File: src/design/crq_pkg.sv
// Shared types and constants for the checkpoint retention queue.
// Used by crq_ctrl, crq_dpath and checkpoint_retention_queue; depends on nothing.
package crq_pkg;

  // default sizes handed to the top level parameters
  localparam int DEF_MAX_NEAR = 8;
  localparam int DEF_MAX_FAR  = 32;
  localparam int DEF_TAG_BITS = 16;

  // fixed field widths
  localparam int KIND_W     = 2;
  localparam int STAT_W     = 2;
  localparam int POS_W      = 6;
  localparam int CFG_IDX_W  = 2;
  localparam int CFG_DATA_W = 8;
  localparam int NEAR_LIM_W = 4;
  localparam int FAR_LIM_W  = 6;
  localparam int THIN_W     = 8;

  // register reset values
  localparam logic [NEAR_LIM_W-1:0] NEAR_LIMIT_RST = 4'd5;
  localparam logic [FAR_LIM_W-1:0]  FAR_LIMIT_RST  = 6'd20;
  localparam logic [THIN_W-1:0]     THIN_NUM_RST   = 8'd1;
  localparam logic [THIN_W-1:0]     THIN_DEN_RST   = 8'd3;

  typedef enum logic [KIND_W-1:0] {
    KIND_SAVE   = 2'd0,
    KIND_REWIND = 2'd1,
    KIND_LIST   = 2'd2,
    KIND_CLEAR  = 2'd3
  } kind_t;

  typedef enum logic [STAT_W-1:0] {
    ST_DONE   = 2'd0,
    ST_NO_POS = 2'd1,
    ST_EMPTY  = 2'd2
  } status_t;

  typedef enum logic [CFG_IDX_W-1:0] {
    CFG_NEAR_LIMIT = 2'd0,
    CFG_FAR_LIMIT  = 2'd1,
    CFG_THIN_NUM   = 2'd2,
    CFG_THIN_DEN   = 2'd3
  } cfg_idx_t;

  // controller to datapath
  typedef struct packed {
    logic accept;
    logic walk;
    logic drop;
    logic er_cap;
    logic er_shift;
    logic er_full;
    logic demote;
    logic full_chk;
    logic append;
    logic rw_step;
    logic ls_step;
  } crq_cmd_t;

  // datapath to controller
  typedef struct packed {
    logic near_full;
    logic far_none;
    logic pos_ok;
    logic queue_empty;
    logic walk_hit;
    logic walk_end;
    logic drop_ok;
    logic er_more;
    logic queue_full;
    logic rw_end;
    logic ls_end;
  } crq_stat_t;

endpackage

File: src/design/crq_ram.sv
// Generic simple dual-port RAM: one write port, one read port with registered data.
// Stand-alone; used by crq_dpath for entry tags, near marks and thinning counters.
module crq_ram #(
  parameter int WIDTH = 8,
  parameter int DEPTH = 32,
  parameter int AW    = 5
) (
  input  logic             clk,
  input  logic             we,
  input  logic [AW-1:0]    waddr,
  input  logic [WIDTH-1:0] wdata,
  input  logic [AW-1:0]    raddr,
  output logic [WIDTH-1:0] rdata
);

  logic [WIDTH-1:0] mem [DEPTH];
  logic [WIDTH-1:0] rdata_r;

  // write, then register the read word
  always_ff @(posedge clk) begin
    if (we) begin
      mem[waddr] <= wdata;
    end
    rdata_r <= mem[raddr];
  end

  assign rdata = rdata_r;

endmodule

File: src/design/crq_ctrl.sv
// Sequencer for the checkpoint retention queue: one-hot state machine issuing datapath commands.
// Depends on crq_pkg for the command/status structs and request kind codes.
module crq_ctrl (
  input  logic                         clk,
  input  logic                         rst_n,
  input  logic                         start,
  input  logic [crq_pkg::KIND_W-1:0]   in_kind,
  input  crq_pkg::crq_stat_t           stat,
  output crq_pkg::crq_cmd_t            cmd,
  output logic                         busy
);
  import crq_pkg::*;

  typedef enum logic [9:0] {
    S_IDLE     = 10'b00_0000_0001,
    S_WALK     = 10'b00_0000_0010,
    S_DROP     = 10'b00_0000_0100,
    S_ER_CAP   = 10'b00_0000_1000,
    S_ER_SHIFT = 10'b00_0001_0000,
    S_DEMOTE   = 10'b00_0010_0000,
    S_FULL     = 10'b00_0100_0000,
    S_APPEND   = 10'b00_1000_0000,
    S_RW       = 10'b01_0000_0000,
    S_LS       = 10'b10_0000_0000
  } state_t;

  state_t state_r, state_nxt;
  logic   evict_r, evict_nxt;

  // decode state into commands and pick the next state
  always_comb begin
    state_nxt = state_r;
    evict_nxt = evict_r;
    cmd       = '0;
    case (state_r)
      S_IDLE: begin
        if (start) begin
          cmd.accept = 1'b1;
          case (kind_t'(in_kind))
            KIND_SAVE: begin
              if (!stat.near_full) begin
                state_nxt = S_FULL;
              end else if (stat.far_none) begin
                state_nxt = S_DROP;
              end else begin
                state_nxt = S_WALK;
              end
            end
            KIND_REWIND: state_nxt = stat.pos_ok ? S_RW : S_IDLE;
            KIND_LIST:   state_nxt = stat.queue_empty ? S_IDLE : S_LS;
            KIND_CLEAR:  state_nxt = S_IDLE;
            default:     state_nxt = S_IDLE;
          endcase
        end
      end
      S_WALK: begin
        cmd.walk = 1'b1;
        if (stat.walk_hit || stat.walk_end) begin
          state_nxt = S_DROP;
        end
      end
      S_DROP: begin
        cmd.drop = 1'b1;
        if (stat.drop_ok) begin
          evict_nxt = 1'b0;
          state_nxt = S_ER_CAP;
        end else begin
          state_nxt = S_DEMOTE;
        end
      end
      S_ER_CAP, S_ER_SHIFT: begin
        cmd.er_cap   = (state_r == S_ER_CAP);
        cmd.er_shift = (state_r == S_ER_SHIFT);
        cmd.er_full  = evict_r;
        if (stat.er_more) begin
          state_nxt = S_ER_SHIFT;
        end else begin
          state_nxt = evict_r ? S_APPEND : S_DEMOTE;
        end
      end
      S_DEMOTE: begin
        cmd.demote = 1'b1;
        state_nxt  = S_FULL;
      end
      S_FULL: begin
        cmd.full_chk = 1'b1;
        if (stat.queue_full) begin
          evict_nxt = 1'b1;
          state_nxt = S_ER_CAP;
        end else begin
          state_nxt = S_APPEND;
        end
      end
      S_APPEND: begin
        cmd.append = 1'b1;
        state_nxt  = S_IDLE;
      end
      S_RW: begin
        cmd.rw_step = 1'b1;
        if (stat.rw_end) begin
          state_nxt = S_IDLE;
        end
      end
      S_LS: begin
        cmd.ls_step = 1'b1;
        if (stat.ls_end) begin
          state_nxt = S_IDLE;
        end
      end
      default: state_nxt = S_IDLE;
    endcase
  end

  // hold state
  always_ff @(posedge clk) begin
    if (!rst_n) begin
      state_r <= S_IDLE;
      evict_r <= 1'b0;
    end else begin
      state_r <= state_nxt;
      evict_r <= evict_nxt;
    end
  end

  assign busy = (state_r != S_IDLE);

endmodule

File: src/design/crq_dpath.sv
// Datapath of the checkpoint retention queue: config registers, queue counters, entry and
// thinning-counter RAMs, result register. Depends on crq_pkg and crq_ram.
module crq_dpath #(
  parameter int MAX_NEAR = crq_pkg::DEF_MAX_NEAR,
  parameter int MAX_FAR  = crq_pkg::DEF_MAX_FAR,
  parameter int TAG_BITS = crq_pkg::DEF_TAG_BITS
) (
  input  logic                             clk,
  input  logic                             rst_n,
  input  crq_pkg::crq_cmd_t                cmd,
  output crq_pkg::crq_stat_t               stat,
  input  logic [crq_pkg::KIND_W-1:0]       in_kind,
  input  logic [TAG_BITS-1:0]              in_new_tag,
  input  logic [crq_pkg::POS_W-1:0]        in_target_position,
  input  logic                             cfg_we,
  input  logic [crq_pkg::CFG_IDX_W-1:0]    cfg_index,
  input  logic [crq_pkg::CFG_DATA_W-1:0]   cfg_wdata,
  output logic                             out_valid,
  output logic [crq_pkg::STAT_W-1:0]       out_status,
  output logic [TAG_BITS-1:0]              out_entry_tag,
  output logic                             out_entry_near,
  output logic [crq_pkg::POS_W-1:0]        out_entry_position,
  output logic [crq_pkg::POS_W-1:0]        out_removed_count,
  output logic                             out_dropped_valid,
  output logic [TAG_BITS-1:0]              out_dropped_tag,
  output logic                             out_last
);
  import crq_pkg::*;

  localparam int CAP   = MAX_NEAR + MAX_FAR;
  localparam int LEN_W = $clog2(CAP + 1);
  localparam int AW    = (CAP > 1) ? $clog2(CAP) : 1;
  localparam int FAR_D = (MAX_FAR > 0) ? MAX_FAR : 1;
  localparam int FAW   = (FAR_D > 1) ? $clog2(FAR_D) : 1;
  localparam int IDX_W = (MAX_FAR > 0) ? $clog2(MAX_FAR + 1) : 1;
  localparam int NC_W  = $clog2(MAX_NEAR + 1);
  localparam int SW    = LEN_W + 2;
  localparam logic signed [SW-1:0] ZERO_S = SW'(0);
  localparam logic signed [SW-1:0] ONE_S  = SW'(1);

  // configuration
  logic [NEAR_LIM_W-1:0] near_lim_r;
  logic [FAR_LIM_W-1:0]  far_lim_r;
  logic [THIN_W-1:0]     num_r;
  logic [THIN_W-1:0]     den_r;

  // queue state and work registers
  logic [LEN_W-1:0]    len_r, len_nxt;
  logic [NC_W-1:0]     ncnt_r, ncnt_nxt;
  logic [IDX_W-1:0]    idx_r, idx_nxt;
  logic [LEN_W-1:0]    ptr_r, ptr_nxt;
  logic [LEN_W-1:0]    rem_r, rem_nxt;
  logic [LEN_W-1:0]    tgt_r, tgt_nxt;
  logic [TAG_BITS-1:0] tag_in_r, tag_in_nxt;
  logic                dv_r, dv_nxt;
  logic [TAG_BITS-1:0] dt_r, dt_nxt;
  logic [FAR_D-1:0]    tv_r;

  // result register
  logic                ov_r, ov_nxt;
  status_t             ost_r, ost_nxt;
  logic [TAG_BITS-1:0] otag_r, otag_nxt;
  logic                onear_r, onear_nxt;
  logic [POS_W-1:0]    opos_r, opos_nxt;
  logic [POS_W-1:0]    orem_r, orem_nxt;
  logic                odv_r, odv_nxt;
  logic [TAG_BITS-1:0] odt_r, odt_nxt;
  logic                olast_r, olast_nxt;

  // memories
  logic [AW-1:0]       ent_raddr, ent_waddr;
  logic                tag_we, near_we;
  logic [TAG_BITS-1:0] tag_wd, tag_rd;
  logic                near_wd, near_rd;
  logic [FAW-1:0]      thin_raddr, walk_a;
  logic [THIN_W-1:0]   thin_wd, thin_rd;

  // derived values
  logic [NC_W-1:0]     nl;
  logic [IDX_W-1:0]    fl;
  logic [THIN_W-1:0]   thin_cnt;
  logic [THIN_W:0]     thin_sum;
  logic                walk_hit;
  logic signed [SW-1:0] len_s, nl_s, fl_s, idx_s, miss_s, adj0_s, adj_s, dem_s;
  logic                drop_ok, demote_ok;
  logic [LEN_W:0]      ptr_inc;
  logic                er_more, ls_end, rw_end, near_full;

  // clamp the limits to the sizes built
  assign nl = (int'(near_lim_r) > MAX_NEAR) ? NC_W'(MAX_NEAR) : NC_W'(near_lim_r);
  assign fl = (int'(far_lim_r) > MAX_FAR) ? IDX_W'(MAX_FAR) : IDX_W'(far_lim_r);

  // thinning counter step: counters never written read as zero
  assign walk_a   = FAW'(idx_r - IDX_W'(1));
  assign thin_cnt = tv_r[walk_a] ? thin_rd : '0;
  assign thin_sum = {1'b0, thin_cnt} + {1'b0, num_r};
  assign walk_hit = (thin_sum >= {1'b0, den_r});
  assign thin_wd  = walk_hit ? '0 : thin_sum[THIN_W-1:0];
  assign thin_raddr = cmd.accept ? FAW'(fl - IDX_W'(1)) : FAW'(idx_r - IDX_W'(2));

  // map the walk index onto a queue position
  assign len_s  = $signed(SW'(len_r));
  assign nl_s   = $signed(SW'(nl));
  assign fl_s   = $signed(SW'(fl));
  assign idx_s  = $signed(SW'(idx_r));
  assign miss_s = fl_s + nl_s - len_s;
  assign adj0_s = (idx_s < miss_s) ? ZERO_S : (idx_s - miss_s);
  assign adj_s  = ((adj0_s == ZERO_S) && (len_s >= fl_s + nl_s)) ? ONE_S : adj0_s;
  assign drop_ok = (adj_s >= ONE_S) && (adj_s <= len_s);

  // oldest near position for demotion
  assign dem_s     = len_s - nl_s;
  assign demote_ok = (fl != '0) && (dem_s >= ZERO_S) && (dem_s < len_s);

  assign ptr_inc   = {1'b0, ptr_r} + 1'b1;
  assign er_more   = (ptr_inc < {1'b0, len_r});
  assign ls_end    = (ptr_inc == {1'b0, len_r});
  assign rw_end    = (ptr_r == tgt_r);
  assign near_full = (ncnt_r >= nl);

  always_comb begin
    stat             = '0;
    stat.near_full   = near_full;
    stat.far_none    = (fl == '0);
    stat.pos_ok      = (int'(in_target_position) < int'(len_r));
    stat.queue_empty = (len_r == '0);
    stat.walk_hit    = walk_hit;
    stat.walk_end    = (idx_r == IDX_W'(1));
    stat.drop_ok     = drop_ok;
    stat.er_more     = er_more;
    stat.queue_full  = (len_r >= LEN_W'(CAP));
    stat.rw_end      = rw_end;
    stat.ls_end      = ls_end;
  end

  // entry RAM addressing
  always_comb begin
    ent_raddr = AW'(ptr_inc);
    if (cmd.accept) begin
      ent_raddr = (kind_t'(in_kind) == KIND_REWIND) ? AW'(len_r - 1'b1) : '0;
    end else if (cmd.drop) begin
      ent_raddr = AW'(adj_s - ONE_S);
    end else if (cmd.full_chk) begin
      ent_raddr = '0;
    end else if (cmd.rw_step) begin
      ent_raddr = AW'(ptr_r - 1'b1);
    end

    ent_waddr = AW'(ptr_r - 1'b1);
    tag_we    = 1'b0;
    near_we   = 1'b0;
    tag_wd    = tag_rd;
    near_wd   = near_rd;
    if (cmd.er_shift) begin
      tag_we  = 1'b1;
      near_we = 1'b1;
    end
    if (cmd.demote && demote_ok) begin
      ent_waddr = AW'(dem_s);
      near_we   = 1'b1;
      near_wd   = 1'b0;
    end
    if (cmd.append) begin
      ent_waddr = AW'(len_r);
      tag_we    = 1'b1;
      near_we   = 1'b1;
      tag_wd    = tag_in_r;
      near_wd   = 1'b1;
    end
  end

  // queue state and result next values
  always_comb begin
    len_nxt    = len_r;
    ncnt_nxt   = ncnt_r;
    idx_nxt    = idx_r;
    ptr_nxt    = ptr_r;
    rem_nxt    = rem_r;
    tgt_nxt    = tgt_r;
    tag_in_nxt = tag_in_r;
    dv_nxt     = dv_r;
    dt_nxt     = dt_r;
    ov_nxt     = 1'b0;
    ost_nxt    = ST_DONE;
    otag_nxt   = '0;
    onear_nxt  = 1'b0;
    opos_nxt   = '0;
    orem_nxt   = '0;
    odv_nxt    = 1'b0;
    odt_nxt    = '0;
    olast_nxt  = 1'b0;

    // take the request
    if (cmd.accept) begin
      tag_in_nxt = in_new_tag;
      tgt_nxt    = LEN_W'(in_target_position);
      idx_nxt    = fl;
      rem_nxt    = '0;
      dv_nxt     = 1'b0;
      dt_nxt     = '0;
      case (kind_t'(in_kind))
        KIND_SAVE: begin
          if (!near_full) begin
            ncnt_nxt = ncnt_r + 1'b1;
          end
        end
        KIND_REWIND: begin
          if (stat.pos_ok) begin
            ptr_nxt = len_r - 1'b1;
          end else begin
            ov_nxt    = 1'b1;
            ost_nxt   = ST_NO_POS;
            olast_nxt = 1'b1;
          end
        end
        KIND_LIST: begin
          if (len_r == '0) begin
            ov_nxt    = 1'b1;
            ost_nxt   = ST_EMPTY;
            olast_nxt = 1'b1;
          end else begin
            ptr_nxt = '0;
          end
        end
        KIND_CLEAR: begin
          len_nxt   = '0;
          ncnt_nxt  = '0;
          ov_nxt    = 1'b1;
          olast_nxt = 1'b1;
        end
        default: begin
          ov_nxt = 1'b0;
        end
      endcase
    end

    // step down the far slots
    if (cmd.walk && !walk_hit) begin
      idx_nxt = idx_r - 1'b1;
    end

    // aim the erase at the chosen slot, or at the oldest entry
    if (cmd.drop && drop_ok) begin
      ptr_nxt = LEN_W'(adj_s - ONE_S);
    end
    if (cmd.full_chk) begin
      ptr_nxt = '0;
    end

    // capture the dropped entry
    if (cmd.er_cap) begin
      dv_nxt = 1'b1;
      dt_nxt = tag_rd;
      if (cmd.er_full && near_rd && (ncnt_r != '0)) begin
        ncnt_nxt = ncnt_r - 1'b1;
      end
    end

    // close the gap one entry a cycle
    if (cmd.er_cap || cmd.er_shift) begin
      if (er_more) begin
        ptr_nxt = LEN_W'(ptr_inc);
      end else begin
        len_nxt = len_r - 1'b1;
      end
    end

    // append the new near entry and report it
    if (cmd.append) begin
      len_nxt   = len_r + 1'b1;
      ov_nxt    = 1'b1;
      otag_nxt  = tag_in_r;
      onear_nxt = 1'b1;
      opos_nxt  = POS_W'(len_r);
      odv_nxt   = dv_r;
      odt_nxt   = dt_r;
      olast_nxt = 1'b1;
    end

    // rewind: drop newer entries, then report the target
    if (cmd.rw_step) begin
      if (rw_end) begin
        len_nxt   = tgt_r + 1'b1;
        ov_nxt    = 1'b1;
        otag_nxt  = tag_rd;
        onear_nxt = near_rd;
        opos_nxt  = POS_W'(tgt_r);
        orem_nxt  = POS_W'(rem_r);
        olast_nxt = 1'b1;
      end else begin
        if (near_rd && (ncnt_r != '0)) begin
          ncnt_nxt = ncnt_r - 1'b1;
        end
        rem_nxt = rem_r + 1'b1;
        ptr_nxt = ptr_r - 1'b1;
      end
    end

    // list: one entry a cycle
    if (cmd.ls_step) begin
      ov_nxt    = 1'b1;
      otag_nxt  = tag_rd;
      onear_nxt = near_rd;
      opos_nxt  = POS_W'(ptr_r);
      olast_nxt = ls_end;
      if (!ls_end) begin
        ptr_nxt = LEN_W'(ptr_inc);
      end
    end
  end

  // configuration registers
  always_ff @(posedge clk) begin
    if (!rst_n) begin
      near_lim_r <= NEAR_LIMIT_RST;
      far_lim_r  <= FAR_LIMIT_RST;
      num_r      <= THIN_NUM_RST;
      den_r      <= THIN_DEN_RST;
    end else if (cfg_we) begin
      case (cfg_idx_t'(cfg_index))
        CFG_NEAR_LIMIT: near_lim_r <= cfg_wdata[NEAR_LIM_W-1:0];
        CFG_FAR_LIMIT:  far_lim_r  <= cfg_wdata[FAR_LIM_W-1:0];
        CFG_THIN_NUM:   num_r      <= cfg_wdata[THIN_W-1:0];
        CFG_THIN_DEN:   den_r      <= cfg_wdata[THIN_W-1:0];
        default:        num_r      <= num_r;
      endcase
    end
  end

  // control state
  always_ff @(posedge clk) begin
    if (!rst_n) begin
      len_r  <= '0;
      ncnt_r <= '0;
      tv_r   <= '0;
      ov_r   <= 1'b0;
    end else begin
      len_r  <= len_nxt;
      ncnt_r <= ncnt_nxt;
      ov_r   <= ov_nxt;
      if (cmd.walk) begin
        tv_r[walk_a] <= 1'b1;
      end
    end
  end

  // work and result payload
  always_ff @(posedge clk) begin
    idx_r    <= idx_nxt;
    ptr_r    <= ptr_nxt;
    rem_r    <= rem_nxt;
    tgt_r    <= tgt_nxt;
    tag_in_r <= tag_in_nxt;
    dv_r     <= dv_nxt;
    dt_r     <= dt_nxt;
    ost_r    <= ost_nxt;
    otag_r   <= otag_nxt;
    onear_r  <= onear_nxt;
    opos_r   <= opos_nxt;
    orem_r   <= orem_nxt;
    odv_r    <= odv_nxt;
    odt_r    <= odt_nxt;
    olast_r  <= olast_nxt;
  end

  crq_ram #(.WIDTH(TAG_BITS), .DEPTH(CAP), .AW(AW)) u_tag_ram (
    .clk   (clk),
    .we    (tag_we),
    .waddr (ent_waddr),
    .wdata (tag_wd),
    .raddr (ent_raddr),
    .rdata (tag_rd)
  );

  crq_ram #(.WIDTH(1), .DEPTH(CAP), .AW(AW)) u_near_ram (
    .clk   (clk),
    .we    (near_we),
    .waddr (ent_waddr),
    .wdata (near_wd),
    .raddr (ent_raddr),
    .rdata (near_rd)
  );

  crq_ram #(.WIDTH(THIN_W), .DEPTH(FAR_D), .AW(FAW)) u_thin_ram (
    .clk   (clk),
    .we    (cmd.walk),
    .waddr (walk_a),
    .wdata (thin_wd),
    .raddr (thin_raddr),
    .rdata (thin_rd)
  );

  assign out_valid          = ov_r;
  assign out_status         = ost_r;
  assign out_entry_tag      = otag_r;
  assign out_entry_near     = onear_r;
  assign out_entry_position = opos_r;
  assign out_removed_count  = orem_r;
  assign out_dropped_valid  = odv_r;
  assign out_dropped_tag    = odt_r;
  assign out_last           = olast_r;

endmodule

File: src/design/checkpoint_retention_queue.sv
// Top level of the checkpoint retention queue: joins crq_ctrl and crq_dpath.
// Depends on crq_pkg, crq_ram, crq_ctrl and crq_dpath.
//
//   Channel   Handshake                 Carries
//   --------  ------------------------  ------------------------------------------------
//   request   start & !busy             in_kind, in_new_tag, in_target_position
//   result    out_valid (one cycle)     out_status .. out_dropped_tag, out_last
//   config    cfg_valid & cfg_ready     cfg_index, cfg_wdata
//
// Clear, a rewind to an absent position and a list of an empty queue put their result
// out the cycle after start. With the near part full, a save walks the thinning counters
// from the newest far slot down (up to far_limit) until one trips, drops that entry by
// shifting newer ones down, demotes the oldest near entry, evicts the oldest if the queue
// is full and appends. A list gives one result a cycle. The single read port of the entry
// RAM sets the shift and list rates, that of the counter RAM the walk. Reset (rst_n low,
// synchronous) empties the queue, zeroes all thinning counters and restores the register
// defaults. The receiver cannot stall; results never wait.
module checkpoint_retention_queue #(
  parameter int MAX_NEAR = crq_pkg::DEF_MAX_NEAR,
  parameter int MAX_FAR  = crq_pkg::DEF_MAX_FAR,
  parameter int TAG_BITS = crq_pkg::DEF_TAG_BITS
) (
  input  logic                             clk,
  input  logic                             rst_n,
  input  logic                             start,
  output logic                             busy,
  input  logic [crq_pkg::KIND_W-1:0]       in_kind,
  input  logic [TAG_BITS-1:0]              in_new_tag,
  input  logic [crq_pkg::POS_W-1:0]        in_target_position,
  output logic                             out_valid,
  output logic [crq_pkg::STAT_W-1:0]       out_status,
  output logic [TAG_BITS-1:0]              out_entry_tag,
  output logic                             out_entry_near,
  output logic [crq_pkg::POS_W-1:0]        out_entry_position,
  output logic [crq_pkg::POS_W-1:0]        out_removed_count,
  output logic                             out_dropped_valid,
  output logic [TAG_BITS-1:0]              out_dropped_tag,
  output logic                             out_last,
  input  logic                             cfg_valid,
  output logic                             cfg_ready,
  input  logic [crq_pkg::CFG_IDX_W-1:0]    cfg_index,
  input  logic [crq_pkg::CFG_DATA_W-1:0]   cfg_wdata
);
  import crq_pkg::*;

  crq_cmd_t  cmd;
  crq_stat_t stat;
  logic      cfg_we;

  // take register writes only between requests
  assign cfg_ready = !busy;
  assign cfg_we    = cfg_valid && cfg_ready;

  crq_ctrl u_ctrl (
    .clk     (clk),
    .rst_n   (rst_n),
    .start   (start),
    .in_kind (in_kind),
    .stat    (stat),
    .cmd     (cmd),
    .busy    (busy)
  );

  crq_dpath #(
    .MAX_NEAR (MAX_NEAR),
    .MAX_FAR  (MAX_FAR),
    .TAG_BITS (TAG_BITS)
  ) u_dpath (
    .clk                (clk),
    .rst_n              (rst_n),
    .cmd                (cmd),
    .stat               (stat),
    .in_kind            (in_kind),
    .in_new_tag         (in_new_tag),
    .in_target_position (in_target_position),
    .cfg_we             (cfg_we),
    .cfg_index          (cfg_index),
    .cfg_wdata          (cfg_wdata),
    .out_valid          (out_valid),
    .out_status         (out_status),
    .out_entry_tag      (out_entry_tag),
    .out_entry_near     (out_entry_near),
    .out_entry_position (out_entry_position),
    .out_removed_count  (out_removed_count),
    .out_dropped_valid  (out_dropped_valid),
    .out_dropped_tag    (out_dropped_tag),
    .out_last           (out_last)
  );

endmodule

File: config.mk
export PLATFORM = sky130hd
export DESIGN_NAME = checkpoint_retention_queue
export DESIGN_NICKNAME = d
export VERILOG_FILES = /design/src/design/crq_pkg.sv /design/src/design/crq_ram.sv /design/src/design/crq_ctrl.sv /design/src/design/crq_dpath.sv /design/src/design/checkpoint_retention_queue.sv
export SDC_FILE = /design/constraint.sdc
export NUM_CORES = 2
export LEC_CHECK = 0
export ABC_AREA = 1
export BUFFER_PORTS_ARGS = -buffer_cell sky130_fd_sc_hd__buf_4
export CAP_MARGIN = 10
export CORE_ASPECT_RATIO = 0.75
export CORE_MARGIN = 2
export CORE_UTILIZATION = 25
export CTS_CLUSTER_DIAMETER = 40
export DETAILED_ROUTE_END_ITERATION = 16
export PLACE_DENSITY = 0.46
export SYNTH_ARGS = -nofsm -noshare
export SYNTH_HDL_FRONTEND = slang
export SYNTH_SLANG_ARGS = --single-unit
File: constraint.sdc
create_clock -name clk -period 9.1 [get_ports clk]
set_input_delay 0.455 -clock clk [delete_from_list [all_inputs] [get_ports clk]]
set_output_delay 0.455 -clock clk [all_outputs]
set_load 0.005 [all_outputs]
==> metrics.md <==
| Metric | Value |
|---|---|
| Status | completed |
| Initial Util | 25.2% |
| Routability Congestion | 0.837 |
| Post-CTS Setup Inserts | 0 |
| Final setup fails | 0 |
| Met3 routed WL | 10,100 um |
| Hold WS | 0.0872 ns |
| Crit path max fanout | 34 |
| Post-synth top flop | edfxtp_1 |
| Reg2Reg Capture Point | u_dpath.u_tag_ram.rdata[10] |
| Post-layout min period | 7.81 ns |
| CTS Hold Bufs | 27 |
| CP max stage delay | 0.72 ns |
| Yosys cell types | 60 |
| Hold path cells | 3 |
| Hold Fails Final Rpt | 0 |
| Post-route clock skew | 0.0654 ns |
| DR WL/cell | 21.6 um |
| Largest net degree at the start of global routing | 131 |
| FP Rows | 143 |
| I/O pins | 90 |
| Filler cells | 20,900 |
| Clock Tree Buf Depth | 4 |
| Ys Warns | 0 |
| Reg2reg start | u_dpath.far_lim_r[4] |
| Post-Place Worst Slack | 1.36 ns |
| IO buf count | 89 |
| CP delay by family, top | simple AND/OR/NAND/NOR gates |
| Root Driver | clkbuf_16 |
| Core Footprint | 203,000 sq um |
| Total grt overflow | 0 |
| DP Wirelength | 103,000 um |
| Mapped Nets | 4,968 |
| Cell area after synthesis | 51,200 sq um |
| Final wirelength | 168,000 um |
| Post-Syn Instances | 4,839 |
| R2r setup slk | 1.29 ns |
| Avg Cell Area, Syn | 10.6 sq um |
| # Max-Cap Violations | 0 |
| Vias in the first global route | 34,900 |
| CP arrival | 8.51 ns |
| Initial DRC Count | 3,371 |
| Clock sink total | 1,147 |
| P_leak | 22.7 nW |
| Worst Path Required | 9.80 ns |
| Insertion delay to the later sink of the worst-skew pair | 0.80 ns |
| FFs w/ async S/R, synth | 0% |
| Die height | 396 um |
| Hold Crit Start | cfg_wdata[5] |
| Number of synthesized flops with an enable pin | 980 |
| Hold Path Class | input pin to flop |
| Clock transition at the registers of the reported paths | 0.06 ns |
| Critical Path Slowest Stage Cell | clkinv_2 |
| Crit. End Element | flop |
| DR DRC count | 0 |
| Worst path bufs/invs | 7 |
| Area grow syn2layout | 18.5% |
| Die Span X | 527 um |
| Register area share after synthesis | 64.0% |
| Antenna Nets Post-Route | 0 |
| Die area | 209,000 sq um |
| Worst Tran Pin Value | 1.17 ns |
| Max Freq | 128 MHz |
| Cts bufs inserted | 154 |
| Setup ws final | 1.29 ns |
| WS Path Type | flop to flop |
| Setup tns final | 0 ns |
| RSZ-0062 raised after global routing | false |
| Rel. slew slack | 21.6% |
| Final Total Pwr | 25.7 mW |
| Startpoint Class | flop |
| Via count | 36,400 |
| Slew Limit Fails | 0 |
| Reg2reg path depth | 42 |
| Avg Vias per Cell | 4.68 |
| Antenna violations before repair | 16 |
| Router iterations before antenna repair | 6 |
| CTS tree | done |
| Hold EP | u_dpath.num_r[5] |
| M1 WL | 78,000 um |
| Final net count | 5,097 |
| Final worst path period share | 85.8% |
| Pwr dens | 424 nW/um^2 |
| Highest metal used | met5 |
| First-pass GRT wire length | 243,000 um |
| #FFs+latches synth | 1,147 |
| Resized cells post-CTS | 0 |
| Final design utilization | 29.9% |
| Total GRT Usage | 15.6% |
| WL met2 | 75,500 um |
| Share of cells above drive strength 1 | 11.3% |
| H-tree levels | 4 |
| Worst IR Drop VDD | 0.000409 V |
==> stage by stage <==
step | cell area (sq um) | instances
CTS | 60700 | 7764
detailed placement | 55500 | 7467
global route | 60700 | 7766
floorplan | 51200 | 4839
finish | 60700 | 7768
global placement | 55500 | 7466
==> worst register-to-register path, delay by kind of cell (launching register included) <==
family / cells / cell delay [ns]
and+or+nand+nor: 21 / 2.64
buffers and inverters: 7 / 1.71
adders and majority gates: 5 / 1.50
AOI/OAI and AO/OA: 5 / 0.89
xor gates and xnor gates: 4 / 0.72
DFF: 1 / 0.32
==> per-layer routing <==
metal,GRT usage (%),up-vias
li1,-,17100
met1,22.3,18000
met2,24.3,1121
met3,2.63,238
met4,4.25,4
met5,0,-
==> area by class of cell <==
class                      count  area (sq um)  area share, %
sequential                  1147         32800           54.0
multi-input combinational   2815         15300           25.2
timing repair buffer         237          2000           3.30
clock buffer                 189          4130           6.80
antenna                        4          10.0         0.0165
tap                         2682          3360           5.53
clock inverter                81           820           1.35
inverter                     613          2310           3.80
==> how the worst max path moves through the flow <==
stage | from | cells past startpoint | slack, ns | endpoint
5_1_grt | u_dpath.far_lim_r[3] | 41 | 0.69 | u_dpath.u_tag_ram.rdata[3]
3_5_place_dp | u_dpath.far_lim_r[4] | 41 | 1.36 | u_dpath.u_tag_ram.rdata[3]
3_3_place_gp | u_dpath.near_lim_r[3] | 40 | 1.42 | u_dpath.u_tag_ram.rdata[13]
2_1_floorplan | u_dpath.idx_r[0] | 26 | 2.34 | u_dpath.u_thin_ram.mem[0][2]
4_1_cts | u_dpath.far_lim_r[4] | 42 | 1.37 | u_dpath.u_tag_ram.rdata[10]
6_report | u_dpath.far_lim_r[4] | 42 | 1.29 | u_dpath.u_tag_ram.rdata[10]
==> flip-flops by register name (all words and copies together) (netlist names), 6 cells and up <==
| signal | cells |
|---|---|
| u_dpath.len_r | 6 |
| u_dpath.tag_in_r | 16 |
| u_dpath.out_dropped_tag | 16 |
| u_dpath.u_thin_ram.rdata | 8 |
| u_dpath.u_thin_ram.mem | 256 |
| u_dpath.out_removed_count | 6 |
| u_dpath.u_tag_ram.rdata | 16 |
| u_dpath.rem_r | 6 |
| u_dpath.u_near_ram.mem | 40 |
| u_dpath.num_r | 8 |
| u_dpath.tgt_r | 6 |
| u_dpath.tv_r | 32 |
| u_dpath.den_r | 8 |
| u_dpath.idx_r | 6 |
| u_dpath.dt_r | 16 |
| u_dpath.out_entry_tag | 16 |
| u_dpath.u_tag_ram.mem | 640 |
| u_dpath.out_entry_position | 6 |
| u_dpath.far_lim_r | 6 |
| u_dpath.ptr_r | 6 |
| u_ctrl.state_r | 10 |
==> synthesized netlist by cell type, types with 21 or more instances <==
cell type  count  share of area (%)
nor3_1        82               0.80
nor2_1       491                3.6
xor2_1        35               0.60
inv_1        586                4.3
o21ai_0      303                3.0
nand2_1      578                4.2
a21oi_1       90               0.88
nand3_1      692                6.8
edfxtp_1     980                 57
nand3b_1     172                2.5
dfxtp_1      167                6.5
o211ai_1      25               0.37
ha_1          86                2.1
clkbuf_1     123               0.90
buf_2         92               0.90
o221ai_1      90                1.5
inv_2         21               0.15
==> cells by family after synthesis <==
logic type      after synthesis  share of synthesized area, %
simple gates               2071                          18.8
flops                      1147                          64.0
buf+inv                     877                          7.00
compound gates              604                          7.13
fa+ha+maj                    91                          2.30
xor+xnor                     49                         0.838
==> power breakdown <==
group / leakage, nW / switching [mW] / internal, mW
combinational: 10.0 / 9.21 / 3.31
clock: 2.40 / 2.41 / 3.53
sequential: 10.3 / 0.168 / 7.10
total: 22.7 / 11.8 / 13.9
==> layout by cell type, fill, tap and decap left out, types with 17 or more instances in the layout <==
master and n:
o21ai_4 20, clkbuf_16 158, nor2_1 476, xor2_1 35, clkbuf_1 25, inv_6 22, nand3b_1 172, o221ai_1 90
nand3_1 692, nor3_1 51, o21ai_0 285, nor2_2 23, edfxtp_1 980, dfxtp_1 167, buf_4 198, dlygate4sd3_1 27
ha_1 86, nor3_2 35, a21oi_1 90, o211ai_1 25, inv_1 586, nand2_1 578, o22ai_1 17, inv_2 18
No activity file was read; power rests on OpenSTA's default activity.
